File: config.mk
export PLATFORM = sky130hd
export DESIGN_NAME = lds_ctrl
export DESIGN_NICKNAME = d
export VERILOG_FILES = /design/src/rtl/lds_pkg.sv /design/src/rtl/lds_ctrl.sv
export SDC_FILE = /design/constraint.sdc
export NUM_CORES = 1
export LEC_CHECK = 0
export ABC_CLOCK_PERIOD_IN_PS = 3300
export BUFFER_PORTS_ARGS = -buffer_cell sky130_fd_sc_hd__buf_4
export CAP_MARGIN = 10
export CORE_MARGIN = 5
export CORE_UTILIZATION = 30
export CTS_BUF_LIST = sky130_fd_sc_hd__clkbuf_16
export DETAILED_ROUTE_END_ITERATION = 6
export GPL_TIMING_DRIVEN = 0
export PLACE_DENSITY = 0.6
export SLEW_MARGIN = 10
export SYNTH_ARGS = -nofsm -noshare
export SYNTH_HDL_FRONTEND = slang
export SYNTH_SLANG_ARGS = --single-unit
File: constraint.sdc
create_clock -name clk -period 3.3 [get_ports clk]
set_input_delay 0.165 -clock clk [delete_from_list [all_inputs] [get_ports clk]]
set_output_delay 0.165 -clock clk [all_outputs]
set_load 0.01 [all_outputs]
File: src/rtl/lds_pkg.sv
// shared constants and controller/datapath interface types for the diophantine solver
package lds_pkg;

    localparam int DATA_WIDTH_DEF = 32;
    localparam int IN_W           = 32;
    localparam int OUT_W          = 64;
    localparam int CHAIN_DEPTH    = 64;
    localparam int CNT_W          = $clog2(CHAIN_DEPTH) + 1;
    localparam int ADDR_W         = $clog2(CHAIN_DEPTH);

    typedef struct packed {
        logic load;
        logic div_start;
        logic div_gcd;
        logic step;
        logic gcd_init;
        logic rd_issue;
        logic mul_lo;
        logic mul_hi;
        logic upd;
        logic out_load;
        logic out_fail;
    } lds_cmd_t;

    typedef struct packed {
        logic ab_zero;
        logic b_zero;
        logic chain_full;
        logic div_done;
        logic div_exact;
        logic cnt_zero;
    } lds_sts_t;

endpackage

File: src/rtl/lds_ctrl.sv
// controller: sequences forward euclid chain, gcd check, back-substitution and output
module lds_ctrl
    import lds_pkg::*;
(
    input  logic     clk,
    input  logic     rst_n,
    input  logic     in_valid,
    output logic     in_stall,
    output logic     out_valid,
    input  logic     out_stall,
    input  lds_sts_t sts,
    output lds_cmd_t cmd
);

    localparam logic [3:0] S_IDLE  = 4'd0;
    localparam logic [3:0] S_ZCHK  = 4'd1;
    localparam logic [3:0] S_LOOP  = 4'd2;
    localparam logic [3:0] S_DGO   = 4'd3;
    localparam logic [3:0] S_DWAIT = 4'd4;
    localparam logic [3:0] S_GGO   = 4'd5;
    localparam logic [3:0] S_GWAIT = 4'd6;
    localparam logic [3:0] S_BCHK  = 4'd7;
    localparam logic [3:0] S_BM1   = 4'd8;
    localparam logic [3:0] S_BM2   = 4'd9;
    localparam logic [3:0] S_BUPD  = 4'd10;
    localparam logic [3:0] S_FIN   = 4'd11;

    logic [3:0] state_reg, state_next;
    logic       fail_reg, fail_next;
    logic       ov_reg, ov_next;
    logic       slot_free;

    assign slot_free = !ov_reg || !out_stall;

    always_comb
    begin
        state_next = state_reg;
        fail_next  = fail_reg;
        ov_next    = ov_reg && out_stall;
        cmd        = '0;
        case (state_reg)
            S_IDLE:
            begin
                if (in_valid)
                begin
                    cmd.load   = 1'b1;
                    fail_next  = 1'b0;
                    state_next = S_ZCHK;
                end
            end
            S_ZCHK:
            begin
                if (sts.ab_zero)
                begin
                    fail_next  = 1'b1;
                    state_next = S_FIN;
                end
                else
                    state_next = S_LOOP;
            end
            S_LOOP:
            begin
                if (sts.b_zero || sts.chain_full)
                    state_next = S_GGO;
                else
                    state_next = S_DGO;
            end
            S_DGO:
            begin
                cmd.div_start = 1'b1;
                state_next    = S_DWAIT;
            end
            S_DWAIT:
            begin
                if (sts.div_done)
                begin
                    cmd.step   = 1'b1;
                    state_next = S_LOOP;
                end
            end
            S_GGO:
            begin
                cmd.div_start = 1'b1;
                cmd.div_gcd   = 1'b1;
                state_next    = S_GWAIT;
            end
            S_GWAIT:
            begin
                if (sts.div_done)
                begin
                    if (sts.div_exact)
                    begin
                        cmd.gcd_init = 1'b1;
                        state_next   = S_BCHK;
                    end
                    else
                    begin
                        fail_next  = 1'b1;
                        state_next = S_FIN;
                    end
                end
            end
            S_BCHK:
            begin
                if (sts.cnt_zero)
                    state_next = S_FIN;
                else
                begin
                    cmd.rd_issue = 1'b1;
                    state_next   = S_BM1;
                end
            end
            S_BM1:
            begin
                cmd.mul_lo = 1'b1;
                state_next = S_BM2;
            end
            S_BM2:
            begin
                cmd.mul_hi = 1'b1;
                state_next = S_BUPD;
            end
            S_BUPD:
            begin
                cmd.upd    = 1'b1;
                state_next = S_BCHK;
            end
            S_FIN:
            begin
                if (slot_free)
                begin
                    cmd.out_load = 1'b1;
                    cmd.out_fail = fail_reg;
                    ov_next      = 1'b1;
                    state_next   = S_IDLE;
                end
            end
            default:
            begin
                state_next = S_IDLE;
            end
        endcase
    end

    always_ff @(posedge clk or negedge rst_n)
    begin
        if (!rst_n)
        begin
            state_reg <= S_IDLE;
            fail_reg  <= 1'b0;
            ov_reg    <= 1'b0;
        end
        else
        begin
            state_reg <= state_next;
            fail_reg  <= fail_next;
            ov_reg    <= ov_next;
        end
    end

    assign in_stall  = (state_reg != S_IDLE);
    assign out_valid = ov_reg;

`ifndef NO_ASSERTIONS
    a_accept_starts: assert property (@(posedge clk) disable iff (!rst_n)
        in_valid && !in_stall |=> state_reg == S_ZCHK)
        else $error("accepted transaction did not start the solver");
    a_result_from_fin: assert property (@(posedge clk) disable iff (!rst_n)
        $rose(out_valid) |-> $past(state_reg) == S_FIN)
        else $error("result raised outside finish");
`endif

endmodule

==> results of run 1 <==
critical path, delay by kind of cell (launching register included):
family / cells / cell delay (ps)
flip-flops: 1 / 350
AND/OR/NAND/NOR: 2 / 420
buffers and inverters: 3 / 440
placed cells by master, fill, tap and decap left out, drive strengths merged:
cell type    netlist  final
and2b              1      1
buf                7     29
dfrtp              6      6
a31oi              1      1
a211oi             1      1
dlygate4sd3        0      1
and3               2      2
nand2              6      6
and4               1      1
nor2               4      4
nand4b             1      1
a21oi              8      8
o221ai             1      1
and4b              1      1
inv                4      4
nand2b             2      2
nor3               6      6
clkbuf             0      3
and2               1      1
a311oi             2      2
nor3b              1      1
and3b              1      1
o21ai              3      3
mux2i              1      1
o31ai              1      1
xnor2              1      1
or2                2      2
nor4               1      1
o2bb2ai            2      2
o22ai              1      1
nor2b              3      3
o211a              1      1
what timing repair did:
action                                 CTS  global route
hold buffers                             1             0
resized for setup                        0             0
endpoints found under the hold margin    6             0
where the power goes:
group	total (mW)	leakage, nW	internal [mW]	switching (mW)
sequential	0.122	0.0740	0.106	0.0156
combinational	0.516	0.321	0.230	0.287
clock	0.193	0.0370	0.155	0.0376
total	0.831	0.432	0.491	0.340
metrics by stage:
step                      worst slack [ps]  cells  hold slack (ps)
after floorplan                       2020     73             -131
after global placement                1910    122            -25.0
after detailed placement              1910    122            -22.6
after CTS                             1700    126              162
after global routing                  1590    126              179
final                                 1710    126              158
worst min path at each step:
stage	start	to	cells after the start
6_report	out_stall	out_valid	3
5_1_grt	out_stall	out_valid	3
3_5_place_dp	rst_n	fail_reg	1
2_1_floorplan	rst_n	fail_reg	0
3_3_place_gp	rst_n	out_valid	1
4_1_cts	out_stall	out_valid	3
metal layers:
| metal | share of wire (%) | vias to the layer above | wire (µm) | track usage (%) |
|---|---|---|---|---|
| met5 | 0 | - | 0 | 0 |
| met4 | 0.76 | 0 | 12 | 3.32 |
| met3 | 6.8 | 2 | 108 | 3.27 |
| met2 | 47 | 28 | 739 | 20.1 |
| met1 | 45 | 281 | 716 | 15.2 |
| li1 | - | 318 | - | - |
cells by family after synthesis:
group | after synthesis | synth area share, %
compound gates | 21 | 24.5
xor+xnor | 1 | 1.45
buf+inv | 11 | 12.2
flops | 6 | 24.9
mux | 1 | 1.66
simple gates | 33 | 35.3
final cells by class:
class,count,area (µm²)
fillers,203,1050
multi-input cells,56,379
repair buffers,23,175
flip-flops and latches,6,150
clock buffers,3,75.1
plain buffers,7,58.8
well taps,27,33.8
inverters,4,15.0
==> metrics.txt, run 1 <==
clk sinks=6; post-synth top area cell=dfrtp_1; WL/cell=12.5 µm; vias per cell=4.99; Peak VDD IR=553 µV; GRT Util Overall=12.1%; Setup TNS=0 ps; Post-Synthesis Cells=73; clock slew at reported path FFs=30 ps; CP max-delay cell=dfrtp_1; CORE AREA=1940 µm²; total CTS buffers=3; final period utilization=48.3%; max-slew violations=0; vias in the first global route=618; Syn. warnings=0; global-route wire length before repair=2640 µm; Post-DRT Antenna Nets=0; Worst-Skew Late Latency=230 ps; Mapped Nets=83; Setup Buffers After CTS=0; antenna cells=0; max cap viols=0; ys async rst share=100%; Die Y=54.8 µm; Synth area leaders=dfrtp_1, a21oi_1, buf_6; Setup violations, final=0; top cells by count, synth=a21oi_1, dfrtp_1, nand2_1; CP startpoint kind=register; CTS tree=done; antenna violations before repair=0; Detailed Place HPWL=1230 µm; Crit Path Class=register to output pin; FF-to-FF path depth=5; Ports=23; run status=completed; Worst Setup EP=cmd[10]; site row count=16; CP max stage delay=350 ps; reg2reg end=state_reg[2]; max_slew headroom=82.5%; share of the synthesized area in the top cell type=24.9%; worst slew pin tran=261 ps; WP data arrival=1430 ps; WP data required=3130 ps; critical path startpoint=state_reg[2]; count leader, synth=a21oi_1; Initial Util=31.1%; # port buffers=22; drt initial violations=9; Mean Syn Cell Area=8.26 µm²; gr ovfl total=0; final wirelength=1580 µm; clock root cell=clkbuf_16; Fin. Hold Viols=0; crit-path cells=buf_4 > buf_6 > nor2_1 > and3_1 > buf_4; Yosys reg bits=6; Peak Freq=628 MHz; post-synthesis sequential area ratio=24.9%; post-route cell area=887 µm²; type of the tightest min-delay check=primary input to register; Final Util=45.7%; crit path time final=1590 ps; nets@finish=111; CP Capture Type=output pin; critical path fanouts, max=10; total power=831 µW; Leak=0.432 nW; most frequent CP cell=buf_4; synthesized cell area=603 µm²; first drt pass iteration count=5; Pwr Density=937 nW/µm²; Top FF cell, synth=dfrtp_1; Max Buffers Root-to-Sink=2; gpl congestion=0.789; CTS H-tree lvls=1; placed cell area=802 µm²; Synth cell types=35; largest net degree at the start of global routing=11; max reg flops=4; DRC Markers=0; number of flops mapped to enable cells by yosys=0; layout cell share with drive strength beyond 1=38.4%; Reg2Reg Launch Point=state_reg[2]; unrepaired setup endpoints after global routing=false; Fin Clk Skew=2.61 ps; die width=54.8 µm; Layout area overhead=47.1%; Reg2Reg Setup Slack=1880 ps; die footprint=3010 µm²; via count=629
(Power assumes the default switching activity.)
==> run 2: changes to the inputs <==
ABC_CLOCK_PERIOD_IN_PS = 1500   (was 3300)
clock period = 1.5 ns   (was 3.3 ns; I/O delays follow)
==> metrics.txt, run 2 (synthesis results as in run 1) <==
CP Capture Type=output pin (unchanged); WL/cell=12.8 µm (was 12.5 µm); hold depth=3 (unchanged); gr ovfl total=0 (unchanged); Reg2Reg Launch Point=state_reg[2] (unchanged); layout cell share with drive strength beyond 1=44.0% (was 38.4%); final period utilization=96.8%; Ports=23 (unchanged); # port buffers=22 (unchanged); clock root cell=clkbuf_16 (unchanged); Max Buffers Root-to-Sink=2 (unchanged); FF-to-FF path depth=5 (unchanged); Leak=0.448 nW (was 0.432 nW); crit path time final=1450 ps; crit-path cells=buf_6 > buf_8 > xnor2_2 > nor3_1 > buf_4 (was buf_4 > buf_6 > nor2_1 > and3_1 > buf_4); Post-DRT Antenna Nets=0 (unchanged); drt initial violations=13 (was 9); vias per cell=5.06 (was 4.99); Setup violations, final=0 (unchanged); Initial Util=31.1% (unchanged); nets@finish=112 (was 111); run status=completed (unchanged); WP data arrival=1380 ps (was 1430 ps); Hold Slack=68.2 ps (was 158 ps); vias in the first global route=616 (was 618); CP max stage delay=380 ps (was 350 ps); Peak VDD IR=1140 µV (was 553 µV); WP data required=1420 ps (was 3130 ps); clk sinks=6 (unchanged); antenna violations before repair=0 (unchanged); Peak Freq=689 MHz; Reg2Reg Setup Slack=90 ps (was 1880 ps); Fillers=198 (was 203); clock slew at reported path FFs=30 ps (about the same); global-route wire length before repair=2620 µm (was 2640 µm); reg2reg end=state_reg[2] (unchanged); critical path startpoint=state_reg[1] (was state_reg[2]); type of the tightest min-delay check=primary input to register (unchanged); largest net degree at the start of global routing=11 (unchanged); max cap viols=0 (unchanged); site row count=16 (unchanged); DRC Markers=0 (unchanged); worst slew pin tran=253 ps (was 261 ps); CP Buf/Inv Count=3 (unchanged); Detailed Place HPWL=1230 µm (unchanged); GRT Util Overall=12.1% (about the same); die footprint=3010 µm² (unchanged); Worst-Skew Late Latency=230 ps (about the same); met2 usage=20.1% (unchanged); Crit Path Class=register to output pin (unchanged); Final Util=47.9% (was 45.7%); antenna cells=0 (unchanged); CP max-delay cell=dfrtp_1 (unchanged); unrepaired setup endpoints after global routing=true (was false); gpl congestion=0.789 (unchanged); max-slew violations=0 (unchanged); die width=54.8 µm (unchanged); met3 GRT Util=3.27% (unchanged); Fin Clk Skew=2.66 ps (was 2.61 ps); CORE AREA=1940 µm² (unchanged); total CTS buffers=3 (unchanged); via count=643 (was 629); Layout area overhead=54.1% (was 47.1%); min-delay src=out_stall (unchanged); critical path fanouts, max=10 (unchanged); Top delay family on crit path=buffers and inverters (unchanged); Die Y=54.8 µm (unchanged); max_slew headroom=83.0% (was 82.5%); CTS tree=done (unchanged); first drt pass iteration count=4 (was 5); Fin. Hold Viols=0 (unchanged); Multi-input gate area=402 µm² (was 379 µm²); CTS H-tree lvls=1 (unchanged); grt met1 use=15.1% (was 15.2%); GR peak layer=met2 (unchanged); CP startpoint kind=register (unchanged); Pwr Density=2090 nW/µm² (was 937 nW/µm²); max reg flops=4 (unchanged); final wirelength=1630 µm (was 1580 µm); Hold Path Sink=out_valid (unchanged); most frequent cells in the layout=buf_4, a21oi_1, nand2_1, dfrtp_1 (was buf_4, a21oi_1, nand2_1, dfrtp_1, nor3_1); leading cell type in the layout, fill and taps excluded=buf_4 (unchanged); Seq. cell area=150 µm² (unchanged)
## run 2: cell count changes in the layout (fill, tap and decap cells not counted)
cell | before | now
nor2_2 | 0 | 2
buf_8 | 0 | 1
nor3_1 | 5 | 3
clkbuf_4 | 0 | 1
xnor2_2 | 0 | 1
nor3_2 | 1 | 3
buf_2 | 2 | 0
nor2_1 | 4 | 2
buf_4 | 24 | 25
xnor2_1 | 1 | 0
## run 2: per-stage QoR
stage	TNS (ps)	power (mW)	cells	setup slack [ps]	area (µm²)
2_1_floorplan	0	1.10	73	250	603
3_3_place_gp	0	1.39	122	108	802
3_5_place_dp	0	1.40	122	109	802
4_1_cts	0	1.84	126	32.8	890
5_1_grt	-58.9	2.08	127	-24.9	930
6_report	0	1.95	127	48.7	930
## run 2: power by group
part	internal [mW]	total (mW)	switching, mW
sequential	0.234	0.265	0.0312
clock	0.341	0.424	0.0828
combinational	0.576	1.26	0.681
total	1.15	1.95	0.795
## run 2: per-layer routing
| metal | vias to the layer above | wire length (µm) | share of wire (%) |
|---|---|---|---|
| met1 | 293 | 700 | 43 |
| met4 | 0 | 12 | 0.74 |
| met3 | 2 | 111 | 6.8 |
| li1 | 322 | - | - |
| met2 | 26 | 802 | 49 |
| met5 | - | 0 | 0 |
## run 2: worst max-delay path by stage
stage                         to  slack, ps  cells after the start
global route             cmd[10]        -20                      5
detailed placement  state_reg[2]        110                      5
CTS                       cmd[9]         30                      5
floorplan           state_reg[2]        250                      5
global placement    state_reg[2]        110                      5
finish                    cmd[9]         50                      5
## run 2: layout make-up
class	count	area share [%]
Clock buffer	3	8.08
Inverter	4	1.62
Buffer	7	7.67
Tap cell	27	3.63
Multi-Input combinational cell	56	43.2
Timing Repair Buffer	24	19.7
Sequential cell	6	16.2
## run 2: worst register-to-register path: stages, from the launching register on
cell and delay [ps]:
dfrtp_1 350, buf_4 170, and2b_1 230, nor3b_2 190, a311oi_1 240, o2bb2ai_1 120
## run 2: what timing repair did
item                                   CTS  global route
setup buffers                            0             1
endpoints found under the hold margin    6             0
setup endpoints to repair                1             5
hold buffers                             1             0
pin swaps                                0             1
gates resized for setup                  1             9
